--- config.mk ---
export PLATFORM = sky130hd
export DESIGN_NAME = otsu_ctrl
export DESIGN_NICKNAME = d
export VERILOG_FILES = /design/src/rtl/otsu_pkg.sv /design/src/rtl/otsu_ctrl.sv
export SDC_FILE = /design/constraint.sdc
export NUM_CORES = 1
export LEC_CHECK = 0
export ABC_AREA = 1
export BUFFER_PORTS_ARGS = -buffer_cell sky130_fd_sc_hd__buf_2
export CAP_MARGIN = 10
export CORE_MARGIN = 3
export CORE_UTILIZATION = 40
export CTS_BUF_LIST = sky130_fd_sc_hd__clkbuf_2 sky130_fd_sc_hd__clkbuf_4 sky130_fd_sc_hd__clkbuf_8
export DETAILED_ROUTE_END_ITERATION = 10
export GPL_ROUTABILITY_DRIVEN = 0
export MAX_ROUTING_LAYER = met4
export PLACE_DENSITY_LB_ADDON = 0.12
export SYNTH_ARGS = -nofsm -noshare
export SYNTH_HDL_FRONTEND = slang
export SYNTH_SLANG_ARGS = --single-unit
export TNS_END_PERCENT = 1
--- constraint.sdc ---
create_clock -name clk -period 1.1 [get_ports clk]
set_input_delay 0 -clock clk [delete_from_list [all_inputs] [get_ports clk]]
set_output_delay 0 -clock clk [all_outputs]
set_load 0.02 [all_outputs]
--- src/rtl/otsu_pkg.sv ---
// Package for the Otsu frame threshold block: payload structs, state and
// operation codes, command/status bundles and width constants.
// No dependencies.
`timescale 1ns / 1ps

package otsu_pkg;

  localparam int COUNT_BITS_DEF = 16;
  localparam int GRAY_LEVELS    = 256;
  localparam int LEVEL_BITS     = 8;
  localparam int CFG_INDEX_BITS = 8;
  localparam int CFG_DATA_BITS  = 8;

  localparam logic [CFG_INDEX_BITS-1:0] REG_FIXED_THRESHOLD = 8'd0;
  localparam logic [CFG_INDEX_BITS-1:0] REG_USE_OTSU        = 8'd1;

  localparam logic [LEVEL_BITS-1:0] FIXED_THRESHOLD_RST = 8'd128;
  localparam logic [LEVEL_BITS-1:0] LEVEL_MIN_OUT       = 8'd1;
  localparam logic [LEVEL_BITS-1:0] LEVEL_MAX_OUT       = 8'd254;
  localparam logic [LEVEL_BITS-1:0] LEVEL_BLACK         = 8'd0;
  localparam logic [LEVEL_BITS-1:0] LEVEL_WHITE         = 8'd255;

  typedef struct packed {
    logic [LEVEL_BITS-1:0] gray_pixel;
    logic                  frame_end;
  } pix_in_t;

  typedef struct packed {
    logic [LEVEL_BITS-1:0] threshold_level;
    logic                  used_fallback;
  } thr_out_t;

  typedef enum logic [2:0] {
    MUL_A,
    MUL_B,
    MUL_DEN,
    MUL_SQ,
    MUL_L,
    MUL_R
  } mul_op_t;

  typedef enum logic [3:0] {
    ST_CLR,
    ST_RUN,
    ST_DRAIN,
    ST_RD,
    ST_ACC,
    ST_SA,
    ST_MA,
    ST_MB,
    ST_MDEN,
    ST_MSQ,
    ST_DEC,
    ST_ML,
    ST_MR,
    ST_NEXT,
    ST_FIN
  } state_t;

  typedef struct packed {
    logic    pix_en;
    logic    clr_wr;
    logic    sw_rd;
    logic    sweep_init;
    logic    lv_inc;
    logic    acc;
    logic    set_stop;
    logic    mul_start;
    mul_op_t mul_op;
    logic    mul_latch;
    logic    take_best;
    logic    cmp_upd;
    logic    fin;
  } cmd_t;

  typedef struct packed {
    logic lv_last;
    logic stopped;
    logic nb_zero;
    logic nb_full;
    logic mul_done;
    logic best_valid;
    logic out_busy;
  } sts_t;

endpackage

--- src/rtl/otsu_ctrl.sv ---
// Controller state machine: pixel intake, histogram sweep sequencing,
// multiplier scheduling and result hand-off. Depends on otsu_pkg.
`timescale 1ns / 1ps

module otsu_ctrl (
  input  logic              clk,
  input  logic              rst,
  input  logic              in_valid,
  input  logic              frame_end,
  output logic              in_ready,
  input  otsu_pkg::sts_t    sts,
  output otsu_pkg::cmd_t    cmd
);

  otsu_pkg::state_t state, state_next;

  always_ff @(posedge clk) begin
    if (rst) begin
      state <= otsu_pkg::ST_CLR;
    end else begin
      state <= state_next;
    end
  end

  always_comb begin
    state_next = state;
    cmd        = '0;
    cmd.mul_op = otsu_pkg::MUL_A;
    in_ready   = 1'b0;
    unique case (state)
      otsu_pkg::ST_CLR: begin
        cmd.clr_wr = 1'b1;
        cmd.lv_inc = 1'b1;
        if (sts.lv_last) begin
          state_next = otsu_pkg::ST_RUN;
        end
      end
      otsu_pkg::ST_RUN: begin
        in_ready   = 1'b1;
        cmd.pix_en = 1'b1;
        if (in_valid && frame_end) begin
          state_next = otsu_pkg::ST_DRAIN;
        end
      end
      otsu_pkg::ST_DRAIN: begin
        cmd.sweep_init = 1'b1;
        state_next     = otsu_pkg::ST_RD;
      end
      otsu_pkg::ST_RD: begin
        cmd.sw_rd  = 1'b1;
        cmd.clr_wr = 1'b1;
        state_next = otsu_pkg::ST_ACC;
      end
      otsu_pkg::ST_ACC: begin
        cmd.acc = 1'b1;
        priority if (sts.stopped || sts.nb_zero) begin
          state_next = otsu_pkg::ST_NEXT;
        end else if (sts.nb_full) begin
          cmd.set_stop = 1'b1;
          state_next   = otsu_pkg::ST_NEXT;
        end else begin
          state_next = otsu_pkg::ST_SA;
        end
      end
      otsu_pkg::ST_SA: begin
        cmd.mul_start = 1'b1;
        cmd.mul_op    = otsu_pkg::MUL_A;
        state_next    = otsu_pkg::ST_MA;
      end
      otsu_pkg::ST_MA: begin
        if (sts.mul_done) begin
          cmd.mul_latch = 1'b1;
          cmd.mul_start = 1'b1;
          cmd.mul_op    = otsu_pkg::MUL_B;
          state_next    = otsu_pkg::ST_MB;
        end
      end
      otsu_pkg::ST_MB: begin
        if (sts.mul_done) begin
          cmd.mul_latch = 1'b1;
          cmd.mul_start = 1'b1;
          cmd.mul_op    = otsu_pkg::MUL_DEN;
          state_next    = otsu_pkg::ST_MDEN;
        end
      end
      otsu_pkg::ST_MDEN: begin
        if (sts.mul_done) begin
          cmd.mul_latch = 1'b1;
          cmd.mul_start = 1'b1;
          cmd.mul_op    = otsu_pkg::MUL_SQ;
          state_next    = otsu_pkg::ST_MSQ;
        end
      end
      otsu_pkg::ST_MSQ: begin
        if (sts.mul_done) begin
          cmd.mul_latch = 1'b1;
          state_next    = otsu_pkg::ST_DEC;
        end
      end
      otsu_pkg::ST_DEC: begin
        if (!sts.best_valid) begin
          cmd.take_best = 1'b1;
          state_next    = otsu_pkg::ST_NEXT;
        end else begin
          cmd.mul_start = 1'b1;
          cmd.mul_op    = otsu_pkg::MUL_L;
          state_next    = otsu_pkg::ST_ML;
        end
      end
      otsu_pkg::ST_ML: begin
        if (sts.mul_done) begin
          cmd.mul_latch = 1'b1;
          cmd.mul_start = 1'b1;
          cmd.mul_op    = otsu_pkg::MUL_R;
          state_next    = otsu_pkg::ST_MR;
        end
      end
      otsu_pkg::ST_MR: begin
        if (sts.mul_done) begin
          cmd.cmp_upd = 1'b1;
          state_next  = otsu_pkg::ST_NEXT;
        end
      end
      otsu_pkg::ST_NEXT: begin
        if (sts.lv_last) begin
          state_next = otsu_pkg::ST_FIN;
        end else begin
          cmd.lv_inc = 1'b1;
          state_next = otsu_pkg::ST_RD;
        end
      end
      otsu_pkg::ST_FIN: begin
        if (!sts.out_busy) begin
          cmd.fin    = 1'b1;
          state_next = otsu_pkg::ST_RUN;
        end
      end
      default: begin
        state_next = otsu_pkg::ST_CLR;
      end
    endcase
  end

endmodule

==> out/results.txt, run 1 <==
Placed Area: 853 um2
Ys Warns: 0
Synth unique cells: 16
Run-stopping error: [ERROR DPL-0033] detailed placement checks failed during check placement.
Post-synth top area share: 17.6%
Post-CTS Hold Fix Bufs: 0
Post-DP HPWL: 1330 um
Synth Area in Adders: 0%
Clk sinks: 4
Initial antenna violation count: 0
Largest net degree at the start of global routing: 9
Mapped Nets: 117
Clock Root Buffer: clkbuf_4
Syn Inst Count: 106
Multiplexer share of the synthesized area: 0%
H-Tree Depth: 1
Synth area leaders: nand2_1, nor2_1, dfxtp_1, nand3_1, inv_1
Syn_area_per_cell: 5.22 um2
Fail Step: 5_1_grt
Initial Utilization: 46.0%
XOR/XNOR Fraction of Synth Area: 0%
Status: aborted with a tool error
Row count: 12
Worst setup endpoint GRT: state[0]$_SDFFE_PP0P_/D
Register area share after synthesis: 14.5%
DP Cell Count: 159
Largest family of logic cells by synthesized area: simple AND/OR/NAND/NOR gates
Worst EP kind: register data pin
Die width: 43.2 um
Synth Cell Area: 553 um2
I/O Pins: 27
CTS Buf Count: 3
Max Root-Sink Buffers: 2
Flops & latches, synth: 4
PortBufs: 26
Simple-gate portion of the synthesized area: 57.5%
Area leader, netlist: nand2_1
Die Y: 43.2 um
Post-synthesis compound-gate area fraction: 13.1%
synthesized netlist by cell type:
cell type,count
nor2_2,2
nor2_1,23
a21oi_1,6
nor2_4,1
o21ai_2,1
nand3b_1,3
o21ai_4,1
nand2_1,26
inv_2,5
dfxtp_1,4
nand3_1,10
nand2_2,6
buf_4,2
o21ai_0,2
inv_1,13
o211ai_1,1
cell families after synthesis:
family	Yosys count
flops	4
simple gates	71
buf+inv	20
compound gates	11
stage by stage:
| stage | util, % | hold slack (ns) | setup slack (ns) |
|---|---|---|---|
| 3_3_place_gp | 71.0 | 0.260 | -0.142 |
| 4_1_cts | 90.6 | 0.0235 | -0.266 |
| 3_5_place_dp | 71.0 | 0.263 | -0.177 |
| 2_1_floorplan | - | 0.0798 | -0.0619 |
timing repair:
action,4_1_cts
buffers inserted,7
endpoints found under the setup margin,20
pin swaps,11
resized for setup,50
==> run 2: changes to the inputs <==
==> config.mk (replaced) <==
export PLATFORM = sky130hd
export DESIGN_NAME = otsu_ctrl
export DESIGN_NICKNAME = d
export VERILOG_FILES = /design/src/rtl/otsu_pkg.sv /design/src/rtl/otsu_ctrl.sv
export SDC_FILE = /design/constraint.sdc
export NUM_CORES = 1
export LEC_CHECK = 0
export ABC_AREA = 1
export BUFFER_PORTS_ARGS = -buffer_cell sky130_fd_sc_hd__buf_2
export CAP_MARGIN = 10
export CORE_AREA = 3 3 64 66
export DETAILED_ROUTE_END_ITERATION = 10
export DIE_AREA = 0 0 67 69
export GPL_ROUTABILITY_DRIVEN = 0
export PLACE_DENSITY_LB_ADDON = 0.15
export SYNTH_ARGS = -nofsm -noshare
export SYNTH_HDL_FRONTEND = slang
export SYNTH_SLANG_ARGS = --single-unit
export TNS_END_PERCENT = 1
==> constraint.sdc (replaced) <==
create_clock -name clk -period 1.4 [get_ports clk]
set_input_delay 0 -clock clk [delete_from_list [all_inputs] [get_ports clk]]
set_output_delay 0 -clock clk [all_outputs]
set_load 0.02 [all_outputs]
==> run 2 against run 1 <==
Compared with the run above: synthesized cell count did not move; the flow now finishes without violations; area after synthesis is the same.
==> out/results.txt, run 2 <==
Status: complete, no violations
Non-Filler Instances: 188
Leak: 0.523 nW
Max-slew violations: 0
Ys flop type: dfxtp_1
Final ANT Viol Nets: 0
Area leader, netlist: nand2_1
Post-CTS Hold Fix Bufs: 0
Clock share of power: 13.8%
Worst EP required: 1.40 ns
F_max: 750 MHz
Ys Warns: 0
Pint: 0.840 mW
Worst Hold Slack: 0.0622 ns
Largest net degree at the start of global routing: 9
First-pass GRT wire length: 3030 um
DP Cell Count: 183
RSZ-0062 raised after global routing: true
Crit Path Category: reg -> out
Row count: 22
Hold EP: state[3]$_SDFFE_PP0P_
Power Density: 1920 nW/um2
Async S/R FF share, synth: 0%
Reg power frac: 16.7%
Number of vias per cell: 3.95
Flops & latches, synth: 4
Design Area, Final: 911 um2
Top routing layer in use: met4
I/O Pins: 27
Worst rel slew slack: 84.7%
Setup TNS: 0 ns
Min Tclk post-route: 1.33 ns
Worst R2R Path Depth: 9
Multi-input logic area: 454 um2
Final core occ: 25.1%
Tcrit/Tclk final: 95.2%
Most flop-heavy register: state
Post-DP HPWL: 1550 um
Metal3 WL: 92 um
Cell with the most instances after synthesis: nand2_1
Synth Cell Area: 553 um2
Clock-pin slew on the worst setup and hold paths: 0.03 ns
Wire length per cell: 10.0 um
Vias in the first global route: 713
Vias: 742
Grt total ovfl: 0
Placed Area: 766 um2
Synth unique cells: 16
Final setup vio count: 0
Core area: 3630 um2
CTS Buf Count: 3
Post-synth EDFFs: 0
Max Root-Sink Buffers: 2
Slack of the worst reg-to-reg path: 0.08 ns
Register Area: 95.1 um2
Max reg flops: 4
Top cells by count, synth: nand2_1, nor2_1, inv_1, nand3_1
CP endpoint kind: output port
Critical hold path startpoint: rst
Share of layout cells above drive strength 1: 48.6%
# fillers: 433
Sw Share: 51.9%
Initial antenna violation count: 0
Met2 Routed Length: 956 um
PortBufs: 26
Top Registers: state: 4 flops
Slew of the pin with the lowest slew margin: 0.229 ns
Worst-skew pair later-pin latency: 0.22 ns
Crit-path max FO: 8
Routed wire length: 1880 um
Clk sinks: 4
CTS tree: yes
Area growth syn-to-layout: 64.7%
H-Tree Depth: 1
Nets: 153
Commonest non-fill, non-tap cells in the layout: buf_2, nand2_1, nor2_1
Syn Inst Count: 106
Register area share after synthesis: 14.5%
Initial Utilization: 15.2%
Final hold vios: 0
Initial DRC Count: 24
Reg2reg end: state[1]$_SDFFE_PP0P_
Ant diodes: 0
Most common cell after layout, fill and taps aside: buf_2
R2R Path Start: state[0]$_SDFFE_PP0P_
Data arrival, critical path: 1.33 ns
Metal1 wirelength: 789 um
Combinational group share of total power: 69.4%
Worst VDD drop: 345 uV
Post-synth top area share: 17.6%
Layout Skew: 0.000470 ns
Synth area leaders: nand2_1, nor2_1, dfxtp_1, nand3_1, inv_1
Die Y: 69 um
GRT Overall Usage: 8.20%
Worst hold path class: in -> reg
Max-Cap Viols: 0
Drt drc: 0
Mapped Nets: 117
Clock Root Buffer: clkbuf_8
DR pass1 iterations: 4
Syn_area_per_cell: 5.22 um2
Die width: 67 um
Hold path cells: 4
Startpoint Class: register
Psw: 0.905 mW
Die area: 4620 um2
## run 2: worst max path at each step
| stage | from | endpoint | slack (ns) | depth (start not counted) |
|---|---|---|---|---|
| floorplan | state[1]$_SDFFE_PP0P_ | cmd[7] | 0.14 | 7 |
| global placement | state[3]$_SDFFE_PP0P_ | state[2]$_SDFFE_PP0P_ | -0.009 | 8 |
| detailed placement | state[3]$_SDFFE_PP0P_ | state[0]$_SDFFE_PP0P_ | 0.003 | 8 |
| CTS | state[0]$_SDFFE_PP0P_ | cmd[7] | 0.001 | 8 |
| global route | state[2]$_SDFFE_PP0P_ | cmd[7] | -0.03 | 8 |
| finish | state[3]$_SDFFE_PP0P_ | cmd[7] | 0.07 | 8 |
## run 2: routing by layer
layer | vias up | global-route usage [%]
met5 | - | 0
met4 | 0 | 4.95
met3 | 6 | 1.79
met2 | 18 | 13.4
met1 | 325 | 9.41
li1 | 393 | -
## run 2: cells by family (layout without fill, tap and decap cells)
| kind of cell | Yosys count | in the layout | synth area share (%) |
|---|---|---|---|
| flops | 4 | 4 | 14.5 |
| buf+inv | 20 | 54 | 14.9 |
| simple gates | 71 | 71 | 57.5 |
| compound gates | 11 | 11 | 13.1 |
## run 2: stage by stage
stage	setup WS [ns]	power [mW]
floorplan	0.138	0.979
global placement	-0.00942	1.32
detailed placement	0.00305	1.31
CTS	0.000975	1.61
global route	-0.0281	1.92
finish	0.0670	1.75
## run 2: layout make-up
class	count	area share, %
Clock buffer	3	4.53
Timing Repair Buffer	33	20.3
Inverter	18	8.24
Sequential cell	4	10.4
Multi-Input combinational cell	82	49.9
Tap cell	48	6.59
## run 2: what timing repair did
action	4_1_cts	5_1_grt
setup endpoints to repair	2	6
pin swaps	0	5
resized for setup	11	21
setup buffers	0	2
## run 2: worst max-delay path, cell delays in order, from the launching register on
cell and delay [ns]:
dfxtp_4 0.40, inv_4 0.06, nor2_2 0.09, buf_4 0.12, nand3_1 0.08, nand2_1 0.09, nor2_1 0.04, o211ai_1 0.07
buf_4 0.17
## run 2: power groups by stage
stage | registers [mW] | clock network [mW] | logic, mW
finish | 0.292 | 0.242 | 1.21
detailed placement | 0.227 | 0 | 1.08
floorplan | 0.201 | 0 | 0.779
global placement | 0.227 | 0 | 1.09
CTS | 0.255 | 0.249 | 1.11
global route | 0.300 | 0.255 | 1.36
(Power assumes the default switching activity.)
==> run 3: changes to the inputs <==
--- a/config.mk
+++ b/config.mk
@@ -5,7 +5,6 @@
 export SDC_FILE = /design/constraint.sdc
 export NUM_CORES = 1
 export LEC_CHECK = 0
-export ABC_AREA = 1
 export BUFFER_PORTS_ARGS = -buffer_cell sky130_fd_sc_hd__buf_2
 export CAP_MARGIN = 10
 export CORE_AREA = 3 3 64 66
==> run 3 against run 2 <==
Compared with the run above: the run now ends with negative setup slack left; via count increased by 1.8%; worst setup slack lost 0.12 ns; largest cell class unchanged; non-clock buffer count grew 13; utilization rose by 4.3 points; first-iteration DRC count grew 13%; largest power group unchanged; hold slack got worse by 0.057 ns; highest routed layer unchanged; global-route usage rose by 1.4 points; clock-buffer cell count unchanged; sequential share of layout area shrank 2.0 points; critical path type unchanged; register-to-register slack lost 0.11 ns; synthesized cell count is 22% lower.
==> out/results.txt, run 3 <==
Top Registers: state: 4 flops
Crit-path max FO: 6
Top routing layer in use: met4
Ant diodes: 0
Worst R2R Path Depth: 5
Largest family of logic cells by synthesized area: simple AND/OR/NAND/NOR gates
Hold EP: state[2]$_SDFFE_PP0P_
Max-slew violations: 0
Worst Path Buf+Inv: 3
Post-DP HPWL: 1600 um
R2R Path Start: state[1]$_SDFFE_PP0P_
Slack of the worst reg-to-reg path: -0.03 ns
Wire length per cell: 12.4 um
Drt drc: 0
Clock-pin slew on the worst setup and hold paths: 0.03 ns
Post-Place Worst Slack: -0.0529 ns
Status: complete, but fails checks
Die area: 4620 um2
Crit Path Category: reg -> out
Synth area leaders: dfxtp_1, buf_6, mux2i_1, nor3_1, nor2_1
Clk sinks: 4
Critical hold path startpoint: rst
Initial Utilization: 17.2%
Vias in the first global route: 770
DP Cell Count: 163
CTS tree: yes
Crit-path max cell delay: 0.35 ns
Synth unique cells: 38
Failing checks: negative setup slack
Simple-gate portion of the synthesized area: 36.7%
Largest net degree at the start of global routing: 16
CP endpoint kind: output port
CTS Buf Count: 3
Worst-skew pair later-pin latency: 0.21 ns
Async S/R FF share, synth: 0%
Number of vias per cell: 4.42
Die Y: 69 um
Final Worst Setup Slack: -0.0485 ns
Post-CTS Hold Fix Bufs: 0
Slew of the pin with the lowest slew margin: 0.287 ns
Share of layout cells above drive strength 1: 61.8%
Final ANT Viol Nets: 0
Clock Root Buffer: clkbuf_8
Flops & latches, synth: 4
Vias: 755
I/O Pins: 27
Max Root-Sink Buffers: 2
Ys Warns: 0
Cell with the most instances after synthesis: nor2_1
Area leader, netlist: dfxtp_1
Post-synthesis compound-gate area fraction: 28.5%
Initial antenna violation count: 0
Core area: 3630 um2
Die width: 67 um
Final setup vio count: 2
Min Tclk post-route: 1.45 ns
GRT Overall Usage: 9.56%
Metal3 WL: 44 um
Tot Pwr: 1.64 mW
Syn_area_per_cell: 7.52 um2
Area growth syn-to-layout: 70.7%
Stages on worst setup path: 5
Data arrival, critical path: 1.45 ns
Slowest CP cell: dfxtp_4
Post-synth EDFFs: 0
Max-Cap Viols: 0
Most flop-heavy register: state
First-pass GRT wire length: 3510 um
Row count: 22
Nets: 136
Metal1 wirelength: 912 um
Non-Filler Instances: 171
H-Tree Depth: 1
F_max: 690 MHz
Hold path cells: 2
Leak: 0.466 nW
Worst EP required: 1.40 ns
Initial DRC Count: 27
Worst VDD drop: 430 uV
Syn Inst Count: 83
Reg2reg end: state[2]$_SDFFE_PP0P_
Ys flop type: dfxtp_1
CP top delay family: buffers and inverters
# fillers: 420
PortBufs: 26
XOR/XNOR Fraction of Synth Area: 1.40%
Max reg flops: 4
Worst rel slew slack: 80.8%
Final core occ: 29.3%
Layout Skew: 0.00326 ns
Cells along the critical path: buf_6 > buf_4 > or3_1 > a21oi_2 > buf_4
Startpoint Class: register
Routed wire length: 2120 um
Met2 Routed Length: 1140 um
Top cells by count, synth: nor2_1, nand2_1, nor3_1
Tcrit/Tclk final: 103%
Post-synth top area share: 12.8%
Mapped Nets: 94
Multiplexer share of the synthesized area: 6.41%
Commonest non-fill, non-tap cells in the layout: buf_2, buf_4, nor2_1
Synth Cell Area: 624 um2
CP most frequent cell: buf_4
Register area share after synthesis: 12.8%
Worst hold path class: in -> reg
Synth Area in Adders: 0%
Grt total ovfl: 0
DR pass1 iterations: 3
RSZ-0062 raised after global routing: true
Final hold vios: 0
Power Density: 1540 nW/um2
## run 3: cell count changes after synthesis, sizes merged, moves of 5 or more
cell    before  now
nor3         0    7
nor2        26    8
inv         18    3
nand2       32    7
nand3       10    1
nand2b       0    5
## run 3: metal layers
metal / global-route usage [%] / vias to the layer above
met2: 16.9 / 10
met1: 11.6 / 353
met4: 2.70 / 0
met3: 1.47 / 2
met5: 0 / -
li1: - / 390
## run 3: per-stage QoR
stage	setup TNS, ns	hold slack (ns)	instance area (um2)
5_1_grt	-0.553	0.0138	1070
6_report	-0.0809	0.00477	1070
3_3_place_gp	-0.174	0.234	855
3_5_place_dp	-0.0922	0.230	855
2_1_floorplan	-0.394	0.0624	629
4_1_cts	-0.224	0.00228	997
## run 3: cell type report
class | instances | area [um2] | area share, %
Tap cell | 48 | 60.1 | 5.63
Multi-Input combinational cell | 67 | 538 | 50.5
Sequential cell | 4 | 90.1 | 8.45
Timing Repair Buffer | 46 | 325 | 30.5
Clock buffer | 3 | 41.3 | 3.87
Inverter | 3 | 11.3 | 1.06
## run 3: worst max path at each step
stage / to / start
after global routing: state[2]$_SDFFE_PP0P_ / state[3]$_SDFFE_PP0P_
after global placement: state[2]$_SDFFE_PP0P_ / state[2]$_SDFFE_PP0P_
final: cmd[10] / state[3]$_SDFFE_PP0P_
after floorplan: cmd[7] / state[0]$_SDFFE_PP0P_
after CTS: cmd[4] / state[3]$_SDFFE_PP0P_
after detailed placement: state[2]$_SDFFE_PP0P_ / state[2]$_SDFFE_PP0P_
## run 3: kinds of logic after synthesis
| group | Yosys count |
|---|---|
| AND/OR/NAND/NOR | 40 |
| buffers and inverters | 12 |
| AO/OA/AOI/OAI | 22 |
| multiplexers | 4 |
| flip-flops | 4 |
| XOR/XNOR | 1 |
## run 3: power by group
group          switching, mW  total, mW  internal, mW
combinational          0.643       1.21         0.565
clock                 0.0550      0.238         0.183
sequential            0.0437      0.199         0.155
## run 3: worst reg2reg max path: cells and delay by family (launching register included)
kind	cells	cell delay [ns]
flip-flops	1	0.36
AND/OR/NAND/NOR	1	0.21
AO/OA/AOI/OAI	4	0.79
## run 3: what timing repair did
item / CTS / global route
setup buffers: 5 / 0
resized for setup: 21 / 16
setup endpoints to repair: 11 / 15
pin swaps: 4 / 1
endpoints found under the hold margin: 0 / 0
==> run 4: changes to the inputs <==
--- a/config.mk
+++ b/config.mk
@@ -11,7 +11,7 @@
 export DETAILED_ROUTE_END_ITERATION = 10
 export DIE_AREA = 0 0 67 69
 export GPL_ROUTABILITY_DRIVEN = 0
-export PLACE_DENSITY_LB_ADDON = 0.15
+export PLACE_DENSITY = 0.34
 export SYNTH_ARGS = -nofsm -noshare
 export SYNTH_HDL_FRONTEND = slang
 export SYNTH_SLANG_ARGS = --single-unit
==> run 4 against run 3 <==
Compared with the run above: the flow still finishes with violations (negative setup slack); sequential share of layout area is 0.29 points lower; sequential power is 2% lower; cell count is 1.2% higher; combinational power hardly changed; non-clock buffer count is 2 higher; clock-buffer cell count stayed put; via count is 3.6% higher; first-iteration DRC count is 33% lower; global-route usage hardly changed; hold slack better by 0.32 ns.
==> out/results.txt, run 4 (synthesis gave the netlist of run 3 again) <==
Clock Root Buffer: clkbuf_8
Final core occ: 29.1%
Slew of the pin with the lowest slew margin: 0.369 ns
Failing checks: negative setup slack
Core area: 3630 um2
Number of vias per cell: 4.52
Grt total ovfl: 0
H-Tree Depth: 1
Die width: 67 um
Tot Pwr: 1.64 mW
Worst R2R Path Depth: 5
CTS tree: yes
Worst hold path class: in -> reg
Vias in the first global route: 754
# fillers: 423
Crit-path max FO: 7
Final Worst Setup Slack: -0.0462 ns
Commonest non-fill, non-tap cells in the layout: buf_2, buf_4, nand2_1
Nets: 138
Initial antenna violation count: 0
Initial DRC Count: 18
Max-Cap Viols: 0
Post-Place Worst Slack: -0.0870 ns
Min Tclk post-route: 1.45 ns
Clk sinks: 4
Worst rel slew slack: 75.2%
Most common cell after layout, fill and taps aside: buf_2
Final ANT Viol Nets: 0
Power Density: 1550 nW/um2
Layout Skew: 0.000708 ns
Largest net degree at the start of global routing: 10
Hold path cells: 5
Top Registers: state: 4 flops
First-pass GRT wire length: 3550 um
Non-Filler Instances: 173
Most flop-heavy register: state
Max-slew violations: 0
Clock-pin slew on the worst setup and hold paths: 0.03 ns
Status: complete, but fails checks
Share of layout cells above drive strength 1: 59.2%
Crit-path max cell delay: 0.40 ns
Worst EP required: 1.50 ns
Final hold vios: 0
Drt drc: 0
Worst-skew pair later-pin latency: 0.21 ns
Die area: 4620 um2
R2R Path Start: state[3]$_SDFFE_PP0P_
Slowest CP cell: nor4_2
Leak: 0.467 nW
Final setup vio count: 4
PortBufs: 26
F_max: 691 MHz
CP endpoint kind: register
Crit Path Category: reg -> reg
Row count: 22
Initial Utilization: 17.2%
Cells along the critical path: nor4_2 > a21oi_4 > o221ai_4 > mux2i_1 > nor2_1
I/O Pins: 27
Crit path launch: state[3]$_SDFFE_PP0P_
Wire length per cell: 12.7 um
CTS Buf Count: 3
Vias: 782
Post-DP HPWL: 1650 um
Max Root-Sink Buffers: 2
Slack of the worst reg-to-reg path: -0.05 ns
Worst Path Buf+Inv: 0
CP top delay family: simple AND/OR/NAND/NOR gates
DP Cell Count: 162
Startpoint Class: register
Area growth syn-to-layout: 69.5%
Critical hold path startpoint: frame_end
DR pass1 iterations: 2
Worst VDD drop: 567 uV
Max reg flops: 4
GRT Overall Usage: 9.59%
Routed wire length: 2200 um
Tcrit/Tclk final: 103%
Multi-input logic area: 531 um2
RSZ-0062 raised after global routing: true
Ant diodes: 0
Hold EP: state[1]$_SDFFE_PP0P_
Data arrival, critical path: 1.54 ns
Register Area: 86.3 um2
Die Y: 69 um
Reg2reg end: state[3]$_SDFFE_PP0P_
==> run 4: worst register-to-register path: cells and delay by family, from the launching register on <==
kind               cells  cell delay, ns
muxes                  1            0.22
AOI/OAI and AO/OA      2            0.30
and+or+nand+nor        2            0.45
DFF                    1            0.35
==> run 4: worst max-delay path by stage <==
stage,end,slack (ns),cells past startpoint
finish,state[3]$_SDFFE_PP0P_,-0.05,5
global route,state[0]$_SDFFE_PP0P_,-0.15,5
CTS,cmd[10],-0.03,5
detailed placement,state[3]$_SDFFE_PP0P_,-0.09,6
global placement,state[3]$_SDFFE_PP0P_,-0.10,6
floorplan,cmd[7],-0.13,3
==> run 4: power breakdown <==
group	leakage [nW]	switching, mW	internal, mW	total, mW
sequential	0.0344	0.0470	0.148	0.195
combinational	0.411	0.639	0.569	1.21
clock	0.0216	0.0523	0.183	0.235
total	0.467	0.738	0.899	1.64
==> run 4: routing by layer <==
| metal | vias to the layer above | share of wire (%) | GRT usage (%) | routed length [um] |
|---|---|---|---|---|
| met5 | - | 0 | 0 | 0 |
| met4 | 0 | 0.54 | 2.03 | 12 |
| met3 | 2 | 4.6 | 1.95 | 101 |
| met2 | 16 | 51 | 16.2 | 1120 |
| met1 | 373 | 44 | 12.3 | 966 |
| li1 | 391 | - | - | - |
==> run 4: area by class of cell <==
cell class,instances,area share (%)
timing repair buffer,48,31.1
multi-input combinational,67,50.1
tap,48,5.67
inverter,3,1.06
sequential,4,8.16
clock buffer,3,3.90
==> run 4: timing repair <==
item	CTS	global route
cloned	0	0
hold endpoints to repair	1	0
endpoints found under the setup margin	14	13
resized for setup	16	13
hold buffers	1	0
setup buffers	7	0
pin swaps	3	2
==> run 4: per-stage QoR <==
step / hold slack, ns / area (um2) / setup TNS, ns
after floorplan: 0.0624 / 629 / -0.394
after global placement: 0.222 / 847 / -0.146
after detailed placement: 0.224 / 847 / -0.144
after CTS: 0.316 / 1000 / -0.120
after global routing: 0.357 / 1060 / -0.862
final: 0.324 / 1060 / -0.144
